===== src/rtl/fcpa_pkg.sv =====
// fcpa_pkg: shared types, constants and status codes for the chunk pool allocator
// used by every module under rtl/ except fcpa_ram; depends on nothing else
`default_nettype none

package fcpa_pkg;

  // free ring and fresh counter
  localparam int RING_DEPTH  = 4096;
  localparam int CHUNK_LIMIT = 4095;
  localparam int SLOT_W      = $clog2(RING_DEPTH);
  localparam int PTR_W       = $clog2(2 * RING_DEPTH);
  localparam int PTR_SPAN    = 2 * RING_DEPTH;

  // field widths
  localparam int IDX_W    = 12;
  localparam int CB_W     = 17;
  localparam int ADDR_W   = 48;
  localparam int PROD_W   = IDX_W + CB_W;
  localparam int CFG_IDX_W = 8;

  // job queue between front and back
  localparam int Q_DEPTH = 4;
  localparam int Q_AW    = $clog2(Q_DEPTH);
  localparam int Q_CW    = $clog2(Q_DEPTH + 1);

  // register indexes
  localparam logic [CFG_IDX_W-1:0] CFG_CHUNK_BYTES  = CFG_IDX_W'(0);
  localparam logic [CFG_IDX_W-1:0] CFG_BASE_ADDRESS = CFG_IDX_W'(1);

  localparam logic [CB_W-1:0]   CHUNK_BYTES_RESET  = CB_W'(512);
  localparam logic [ADDR_W-1:0] BASE_ADDRESS_RESET = '0;

  typedef enum logic [1:0] {
    ST_OK         = 2'd0,
    ST_EXHAUSTED  = 2'd1,
    ST_QUEUE_FULL = 2'd2
  } status_t;

  typedef struct packed {
    logic             mode;
    logic [IDX_W-1:0] freed_index;
  } req_t;

  typedef struct packed {
    status_t           status;
    logic [IDX_W-1:0]  chunk_index;
    logic [ADDR_W-1:0] chunk_address;
  } rsp_t;

  // classified request on its way to the back end
  typedef struct packed {
    status_t          status;
    logic [IDX_W-1:0] chunk_index;
    logic             addr_en;
  } job_t;

endpackage

`default_nettype wire


===== src/rtl/fcpa_queue.sv =====
// fcpa_queue: short job queue decoupling the front end from the back end
// uses fcpa_pkg (job_t, queue depth)
`default_nettype none

module fcpa_queue import fcpa_pkg::*; (
  input  wire logic            clk,
  input  wire logic            rst,
  input  wire logic            push,
  input  wire job_t            push_job,
  input  wire logic            pop,
  output logic                 head_valid,
  output job_t                 head_job,
  output logic [Q_CW-1:0]      count
);

  job_t            entry [Q_DEPTH];
  logic [Q_AW-1:0] wr_ptr;
  logic [Q_AW-1:0] rd_ptr;

  assign head_valid = (count != '0);
  assign head_job   = entry[rd_ptr];

  always_ff @(posedge clk) begin
    if (rst) begin
      wr_ptr <= '0;
      rd_ptr <= '0;
      count  <= '0;
    end else begin
      if (push) begin
        wr_ptr <= (wr_ptr == Q_AW'(Q_DEPTH - 1)) ? '0 : wr_ptr + 1'b1;
      end
      if (pop) begin
        rd_ptr <= (rd_ptr == Q_AW'(Q_DEPTH - 1)) ? '0 : rd_ptr + 1'b1;
      end
      case ({push, pop})
        2'b10:   count <= count + 1'b1;
        2'b01:   count <= count - 1'b1;
        default: count <= count;
      endcase
    end
  end

  always_ff @(posedge clk) begin
    if (push) begin
      entry[wr_ptr] <= push_job;
    end
  end

endmodule

`default_nettype wire


===== config.mk =====
export PLATFORM = sky130hd
export DESIGN_NAME = fcpa_queue
export DESIGN_NICKNAME = d
export VERILOG_FILES = /design/src/rtl/fcpa_pkg.sv /design/src/rtl/fcpa_queue.sv
export SDC_FILE = /design/constraint.sdc
export NUM_CORES = 1
export LEC_CHECK = 0
export ABC_AREA = 1
export BUFFER_PORTS_ARGS = -buffer_cell sky130_fd_sc_hd__clkbuf_2
export CORE_MARGIN = 2
export CORE_UTILIZATION = 50
export DETAILED_ROUTE_END_ITERATION = 12
export PLACE_DENSITY = 0.79
export SETUP_SLACK_MARGIN = 0.02
export SYNTH_ARGS = -nofsm -noshare
export SYNTH_HDL_FRONTEND = slang
export SYNTH_SLANG_ARGS = --single-unit

===== constraint.sdc =====
create_clock -name clk -period 3.05 [get_ports clk]
set_input_delay 0.61 -clock clk [delete_from_list [all_inputs] [get_ports clk]]
set_output_delay 0.61 -clock clk [all_outputs]
set_load 0.02 [all_outputs]

==> metrics.md <==
| Metric | Value |
|---|---|
| Die Ht | 78.9 um |
| Setup ws final | 0.628 ns |
| Chip Width | 78.9 um |
| First-pass GRT wire length | 7.33 mm |
| Routed length per placed instance | 14.0 um |
| Number of distinct library cells after synthesis | 20 |
| Ys Warns | 0 |
| Root Buffer Master | clkbuf_8 |
| I/O Buffers | 37 |
| Fillers | 459 |
| Diodes inserted | 0 |
| Hold Fails Final Rpt | 0 |
| Post-Route Utilization | 0.589 |
| Routed WL | 4.51 mm |
| Fmax | 413 MHz |
| Core Region | 5470 sq um |
| CP startpoint kind | register |
| Vias in the first global route | 1618 |
| # clock sinks | 69 |
| Min-Delay Path Class | in2reg |
| DR DRC count | 0 |
| Num CTS Buffers | 9 |
| Cell count after synthesis | 204 |
| Critical path capture point type | output pin |
| Post-synthesis average cell area | 13.7 sq um |
| H-tree depth | 3 |
| Largest net degree at the start of global routing | 31 |
| Status | complete, no violations |
| Fraction of layout cells with a size suffix above 1 | 0.307 |
| Reg2Reg Setup Slack | 1.49 ns |
| Multi-input logic area | 679 sq um |
| Initial Util | 0.512 |
| # setup viols final | 0 |
| Worst-path clk slew | 0.07 ns |
| Vias | 1633 |
| Die ar. | 6220 sq um |
| Fin crit share | 0.794 |
| RSZ-0062 raised after global routing | no |
| Gpl congestion | 0.689 |
| Row count | 27 |
| Critical path arrival | 1.81 ns |
| Maxcap violations | 0 |
| Post-route minimum period | 2.42 ns |
| Worst vdd ir | 0.314 mV |
| CTS tree | built |
| Register area | 1980 sq um |
| Post-route insts no fill | 323 |
| Final Total Pwr | 0.00210 W |
| Leakage power | 1.25 nW |
| Initial DRC count | 68 |
| Critical-path maximum fanout | 30 |
| DP Cell Count | 307 |
| Most frequent cells in the layout | edfxtp_1 (60), clkbuf_2 (37), nor2_1 (35) |
| Postcts setup bufs | 0 |
| Worst-Skew Late Latency | 0.33 ns |
| Critical path class | reg2out |
| Total power per unit cell area | 652 nW/um^2 |
| Fin Setup TNS | 0 ns |
| Seq/Total Area, Yosys | 0.707 |
| Final Net Count | 272 |
| GR Util All Layers | 0.161 |
| Seq cells post-synth | 69 |
| DRT antenna net count | 0 |
| Initial antenna violation count | 0 |
| Place WS | 0.944 ns |
| Hold buffer count at CTS | 0 |
| Synthesized net count | 230 |
| Number of cells upsized or downsized after cts | 0 |
| Slew @ Worst Pin | 0.704 ns |
| Area grow syn2layout | 15.1% |
| Req. time, crit path | 2.44 ns |
| Fin. max-slew vios | 0 |
| Rel. slew slack | 0.530 |
| Pre-antenna DRT Iters | 4 |
| DR vias/cell | 5.06 |
| Ports | 38 |
| Max Buffers Root-to-Sink | 2 |
| HPWL Detailed | 2.90 mm |
| Final global-route overflow total | 0 |
| Layout Skew | 0.00537 ns |
| Commonest non-fill, non-tap cell in the layout | edfxtp_1 |
| Post-synthesis instance area | 2800 sq um |
-- through the flow --
| step | area, sq um | hold slack (ns) |
|---|---|---|
| 6_report | 3220 | 0.487 |
| 5_1_grt | 3220 | 0.475 |
| 4_1_cts | 3220 | 0.474 |
| 3_5_place_dp | 3020 | 0.527 |
| 3_3_place_gp | 3020 | 0.516 |
| 2_1_floorplan | 2800 | 0.494 |
-- worst paths after layout --
path,startpoint,to,cells past startpoint
worst max-delay path,register,head_job[10],4
worst min-delay path,rst,wr_ptr[0],2
worst max register to register,wr_ptr[0],entry[3][12],3
worst min register to register,wr_ptr[1],wr_ptr[1],2
-- logic make-up after synthesis --
group | synth area share
DFF | 0.707
AOI/OAI and AO/OA | 0.142
and+or+nand+nor | 0.0670
buffers and inverters | 0.0500
adders and majority gates | 0.0339
-- synthesized netlist by cell type --
library cell / count / area [sq um]
edfxtp_1: 60 / 1800
nor2_1: 35 / 131
o21ai_1: 18 / 90.1
inv_1: 15 / 56.3
o21ai_2: 12 / 105
o22ai_2: 10 / 125
dfxtp_1: 9 / 180
nand2_1: 8 / 30.0
ha_1: 6 / 75.1
a21oi_1: 5 / 25.0
o22ai_1: 5 / 31.3
buf_6: 4 / 45.0
o21ai_0: 4 / 20.0
buf_4: 3 / 22.5
inv_2: 3 / 11.3
nand3_1: 2 / 10.0
nor3_1: 2 / 10.0
buf_2: 1 / 5.00
fa_1: 1 / 20.0
nand4_1: 1 / 6.26
-- cell type report --
type | count | area share
clock buffers | 10 | 0.0396
clock inverters | 6 | 0.0241
inverters | 18 | 0.0210
multi-input cells | 109 | 0.211
flip-flops and latches | 69 | 0.615
well taps | 72 | 0.0279
repair buffers | 39 | 0.0621
-- flip-flops by register name, summed over array words and instances, names as in the netlist, named ones only --
register,cells
entry,60
rd_ptr,2
count,3
wr_ptr,2
-- per-layer routing --
| layer | share of wire | wire length (um) | track usage | up-vias |
|---|---|---|---|---|
| met5 | 0 | 0 | 0 | - |
| met4 | 0.018 | 80 | 0.0931 | 0 |
| met3 | 0.040 | 180 | 0.0398 | 9 |
| met2 | 0.50 | 2260 | 0.271 | 29 |
| met1 | 0.44 | 1990 | 0.190 | 778 |
| li1 | - | - | - | 817 |
-- where the power goes --
part	internal [W]	leakage, nW	switching, W
clock network	0.000452	0.105	0.000299
registers	0.00107	0.626	0.0000213
logic	0.0000873	0.520	0.000170
-- worst max-delay path: stages (launching register included) --
cell	delay, ns
dfxtp_1	0.62
inv_2	0.38
nor2_1	0.22
o22ai_2	0.10
clkbuf_2	0.16
(Power assumes the default switching activity.)
