===== src/rtl/fcpa_pkg.sv =====
// fcpa_pkg: shared types, constants and status codes for the chunk pool allocator
// used by every module under rtl/ except fcpa_ram; depends on nothing else
`default_nettype none

package fcpa_pkg;

  // free ring and fresh counter
  localparam int RING_DEPTH  = 4096;
  localparam int CHUNK_LIMIT = 4095;
  localparam int SLOT_W      = $clog2(RING_DEPTH);
  localparam int PTR_W       = $clog2(2 * RING_DEPTH);
  localparam int PTR_SPAN    = 2 * RING_DEPTH;

  // field widths
  localparam int IDX_W    = 12;
  localparam int CB_W     = 17;
  localparam int ADDR_W   = 48;
  localparam int PROD_W   = IDX_W + CB_W;
  localparam int CFG_IDX_W = 8;

  // job queue between front and back
  localparam int Q_DEPTH = 4;
  localparam int Q_AW    = $clog2(Q_DEPTH);
  localparam int Q_CW    = $clog2(Q_DEPTH + 1);

  // register indexes
  localparam logic [CFG_IDX_W-1:0] CFG_CHUNK_BYTES  = CFG_IDX_W'(0);
  localparam logic [CFG_IDX_W-1:0] CFG_BASE_ADDRESS = CFG_IDX_W'(1);

  localparam logic [CB_W-1:0]   CHUNK_BYTES_RESET  = CB_W'(512);
  localparam logic [ADDR_W-1:0] BASE_ADDRESS_RESET = '0;

  typedef enum logic [1:0] {
    ST_OK         = 2'd0,
    ST_EXHAUSTED  = 2'd1,
    ST_QUEUE_FULL = 2'd2
  } status_t;

  typedef struct packed {
    logic             mode;
    logic [IDX_W-1:0] freed_index;
  } req_t;

  typedef struct packed {
    status_t           status;
    logic [IDX_W-1:0]  chunk_index;
    logic [ADDR_W-1:0] chunk_address;
  } rsp_t;

  // classified request on its way to the back end
  typedef struct packed {
    status_t          status;
    logic [IDX_W-1:0] chunk_index;
    logic             addr_en;
  } job_t;

endpackage

`default_nettype wire


===== src/rtl/fcpa_back.sv =====
// fcpa_back: configuration registers and address generation, base + index * chunk size
// two stages: multiply, then add into the response register; uses fcpa_pkg
`default_nettype none

module fcpa_back import fcpa_pkg::*; (
  input  wire logic                 clk,
  input  wire logic                 rst,
  input  wire logic                 cfg_valid,
  output logic                      cfg_ready,
  input  wire logic [CFG_IDX_W-1:0] cfg_index,
  input  wire logic [ADDR_W-1:0]    cfg_data,
  input  wire logic                 q_valid,
  input  wire job_t                 q_job,
  output logic                      q_pop,
  output logic                      rsp_valid,
  input  wire logic                 rsp_stall,
  output rsp_t                      rsp
);

  logic [CB_W-1:0]   chunk_bytes;
  logic [ADDR_W-1:0] base_address;

  logic              a_valid;
  status_t           a_status;
  logic [IDX_W-1:0]  a_index;
  logic              a_addr_en;
  logic [PROD_W-1:0] a_prod;

  logic              adv_out;
  logic              adv_a;

  assign cfg_ready = 1'b1;

  always_ff @(posedge clk) begin
    if (rst) begin
      chunk_bytes  <= CHUNK_BYTES_RESET;
      base_address <= BASE_ADDRESS_RESET;
    end else if (cfg_valid && cfg_ready) begin
      case (cfg_index)
        CFG_CHUNK_BYTES:  chunk_bytes  <= cfg_data[CB_W-1:0];
        CFG_BASE_ADDRESS: base_address <= cfg_data;
        default:          ;
      endcase
    end
  end

  assign adv_out = !rsp_valid || !rsp_stall;
  assign adv_a   = !a_valid || adv_out;
  assign q_pop   = q_valid && adv_a;

  always_ff @(posedge clk) begin
    if (rst) begin
      a_valid   <= 1'b0;
      rsp_valid <= 1'b0;
    end else begin
      if (adv_a) begin
        a_valid <= q_valid;
      end
      if (adv_out) begin
        rsp_valid <= a_valid;
      end
    end
  end

  always_ff @(posedge clk) begin
    if (q_pop) begin
      a_status  <= q_job.status;
      a_index   <= q_job.chunk_index;
      a_addr_en <= q_job.addr_en;
      a_prod    <= PROD_W'(q_job.chunk_index) * PROD_W'(chunk_bytes);
    end
    if (adv_out && a_valid) begin
      rsp.status        <= a_status;
      rsp.chunk_index   <= a_index;
      // sum wraps at the address width
      rsp.chunk_address <= a_addr_en ? (base_address + ADDR_W'(a_prod)) : '0;
    end
  end

endmodule

`default_nettype wire


===== config.mk =====
export PLATFORM = sky130hd
export DESIGN_NAME = fcpa_back
export DESIGN_NICKNAME = d
export VERILOG_FILES = /design/src/rtl/fcpa_pkg.sv /design/src/rtl/fcpa_back.sv
export SDC_FILE = /design/constraint.sdc
export NUM_CORES = 1
export LEC_CHECK = 0
export BUFFER_PORTS_ARGS = -buffer_cell sky130_fd_sc_hd__clkbuf_2
export CAP_MARGIN = 20
export CORE_UTILIZATION = 33
export DETAILED_ROUTE_END_ITERATION = 12
export HOLD_SLACK_MARGIN = 0.15
export PLACE_DENSITY_LB_ADDON = 0.05
export SLEW_MARGIN = 20
export SYNTH_ARGS = -nofsm -noshare
export SYNTH_HDL_FRONTEND = slang
export SYNTH_SLANG_ARGS = --single-unit

===== constraint.sdc =====
create_clock -name clk -period 7.95 [get_ports clk]
set_input_delay 0.3975 -clock clk [delete_from_list [all_inputs] [get_ports clk]]
set_output_delay 0.3975 -clock clk [all_outputs]
set_load 0.005 [all_outputs]

==> impl_metrics.ini <==
[setup_path]
path_max_fanout = 13
crit_arrival_ns = 6.44
worst-setup-path-type = flop to flop
start_kind = flop
cp-end-kind = flop
cp.required_ns = 8.15

[sta]
worstMarginPinSlew_ns = 0.876
fmax_mhz = 160
finalCriticalPeriod_ns = 6.23
grt_setup_unrepaired = false
slew_violations = 0
slew_headroom = 0.416
skew_ns = 0.0141
hold_violations = 0
setup_violations = 0
final.setup.tns_ns = 0
timing.final.crit_share = 0.784

[place]
portBuffers = 139
hpwl_um = 28700
place_congestion = 0.821

[global_route]
grt_pass1_wl_um = 59200
grt_use_total = 0.178
antenna_found_initial = 0
grt_pass1_vias = 10500
grt_max_degree = 68
gr-total-overflow = 0

[clock_tree]
postCtsSetupBuffers = 0
cts_tree = built
htree_levels = 4
cts.clk_slew.worst_paths_ns = 0.07
clock_latency_ns = 0.46
cts_inserted_buffers = 17
cts_root_buf = clkbuf_16
clock-sinks = 173
cts_buffer_depth = 2

[pwr]
pwr-share-clk = 0.439
peakVddDrop_mv = 0.138
finalPower_uw = 2060
p_per_area_nw_per_um2 = 129
leakage_uw = 0.00712
p_sw_frac = 0.240
seq_power_share = 0.481
switching_power_uw = 496
combPwrFrac = 0.080
internal_power_uw = 1570

[synth]
netlist_area_um2 = 14000
async_flop_share = 0
synth_area_leaders = edfxtp_1 23%, fa_1 22%, dfxtp_1 9.6%, ha_1 8.6%, nand2_1 7.2%
synthFlopType = edfxtp_1
synth.distinct_cells = 63
synth_edf_count = 106
ys_seq_elements = 173
synthTopCellsByCount = 270 x nand2_1, 202 x inv_1, 151 x fa_1
synth_most_common_cell = nand2_1
synth_cells = 1481
synth_warnings = 0
synth.top_cell.area_share = 0.227
avgSynthCellArea_um2 = 9.48
synth_nets = 1804
synth_top_area_cell = edfxtp_1
synth_seq_area_share = 0.322

[floorplan]
die_area_um2 = 43400
pin_count = 141
placementRows = 75
fp.dieW_um = 208
die_h_um = 208
start_util = 0.335
core_area_um2 = 41900

[detailed_routing]
drc_errors = 0
wl_per_cell_um = 17.4
first_iter_violations = 556
drtPass1Iterations = 5
drt-total-wl_um = 37300
vias_per_cell = 4.81
vias = 10300
ant_nets = 0

[layout]
layout-drive-gt1-share = 0.119
n_antenna_cell = 0
synthToLayoutAreaGrowth_pct = 13.7
num-fill-cells = 4251
nNetsFinal = 1913

[outcome]
status = finished clean

[run]
maxCapViolations = 0

[min_path]
hp-class = primary input to flop
[flip-flops by register name (all words and copies together) (netlist names)]
signal and cells:
a_addr_en 1, a_index 12, a_prod 29, a_status 2
a_valid 1, base_address 48, chunk_bytes 17, rsp 62
rsp_valid 1
[per-stage QoR]
step	std cells	setup WS, ns	hold slack, ns	util	cell area, um2
floorplan	1481	2.02	0.400	-	14000
global placement	2098	1.56	0.401	0.363	15200
detailed placement	2098	1.57	0.405	0.363	15200
CTS	2142	1.68	0.151	0.381	16000
global route	2142	1.34	0.165	0.381	16000
finish	2142	1.72	0.177	0.381	16000
[layout make-up]
| class | count | area [um2] | share of cell area |
|---|---|---|---|
| clock buffer | 19 | 433 | 0.0271 |
| clock inverter | 13 | 191 | 0.0120 |
| inverter | 202 | 758 | 0.0475 |
| multi-input combinational | 1037 | 8510 | 0.533 |
| sequential | 173 | 4520 | 0.283 |
| tap | 539 | 674 | 0.0422 |
| timing repair buffer | 159 | 876 | 0.0549 |
[placed cells by master, fill, tap and decap left out, drive strengths merged, types with 9 or more instances in the layout]
master       count
nand2          270
inv            203
clkbuf         158
fa             151
a21oi          107
edfxtp         106
ha              96
and2            75
nor2            74
dfxtp           67
xnor2           36
o21ai           28
a21o            21
mux2i           18
nand3           17
nor3            14
o21a            14
xor2            14
o31ai           12
dlygate4sd3     12
and3            10
nor2b            9
or4              9
[metal layers]
metal	track usage	routed length (um)
met5	0	0
met4	0.0490	544
met3	0.0279	1380
met2	0.286	17400
met1	0.246	18000
[timing repair]
| item | in CTS | in global routing |
|---|---|---|
| hold buffers | 12 | 0 |
| hold endpoints to repair | 12 | 0 |
| gates resized for setup | 0 | 0 |
[power by group through the flow]
stage / registers, uW / logic [uW] / clock network (uW)
global route: 995 / 184 / 963
detailed placement: 1010 / 163 / 0
CTS: 994 / 168 / 937
finish: 993 / 165 / 906
global placement: 1010 / 163 / 0
floorplan: 1010 / 87.3 / 0
[critical path, stage by stage, from the launching register on]
cell and delay, ns:
dfxtp_1 0.71, nand2_1 0.14, fa_1 0.53, fa_1 0.44, fa_1 0.49, inv_1 0.05, fa_1 0.53, inv_1 0.05
fa_1 0.53, inv_1 0.04, ha_1 0.34, o21a_1 0.21, o21ai_0 0.15, a21oi_1 0.11, a311oi_1 0.51, o31ai_1 0.20
o41a_1 0.37, a221o_1 0.30, a21oi_1 0.17, xnor2_1 0.08
[kinds of logic (layout without fill, tap and decap cells)]
group | Yosys count | count (layout) | synth area share
simple gates | 502 | 502 | 0.164
buf+inv | 271 | 393 | 0.0734
fa+ha+maj | 247 | 247 | 0.301
compound gates | 219 | 219 | 0.0955
flops | 173 | 173 | 0.322
xor+xnor | 50 | 50 | 0.0312
mux | 18 | 18 | 0.0128
other cells | 1 | 1 | 0.000267
[worst paths after layout]
check | from | to | slack [ns] | depth (start not counted)
worst max-delay path | chunk_bytes[7] | a_prod[26] | 1.72 | 19
worst min-delay path | cfg_data[31] | base_address[31] | 0.18 | 3
worst max register to register | chunk_bytes[7] | a_prod[26] | 1.72 | 19
worst min register to register | a_index[3] | rsp[51] | 0.41 | 0
Power figures use the tool's default switching activity.
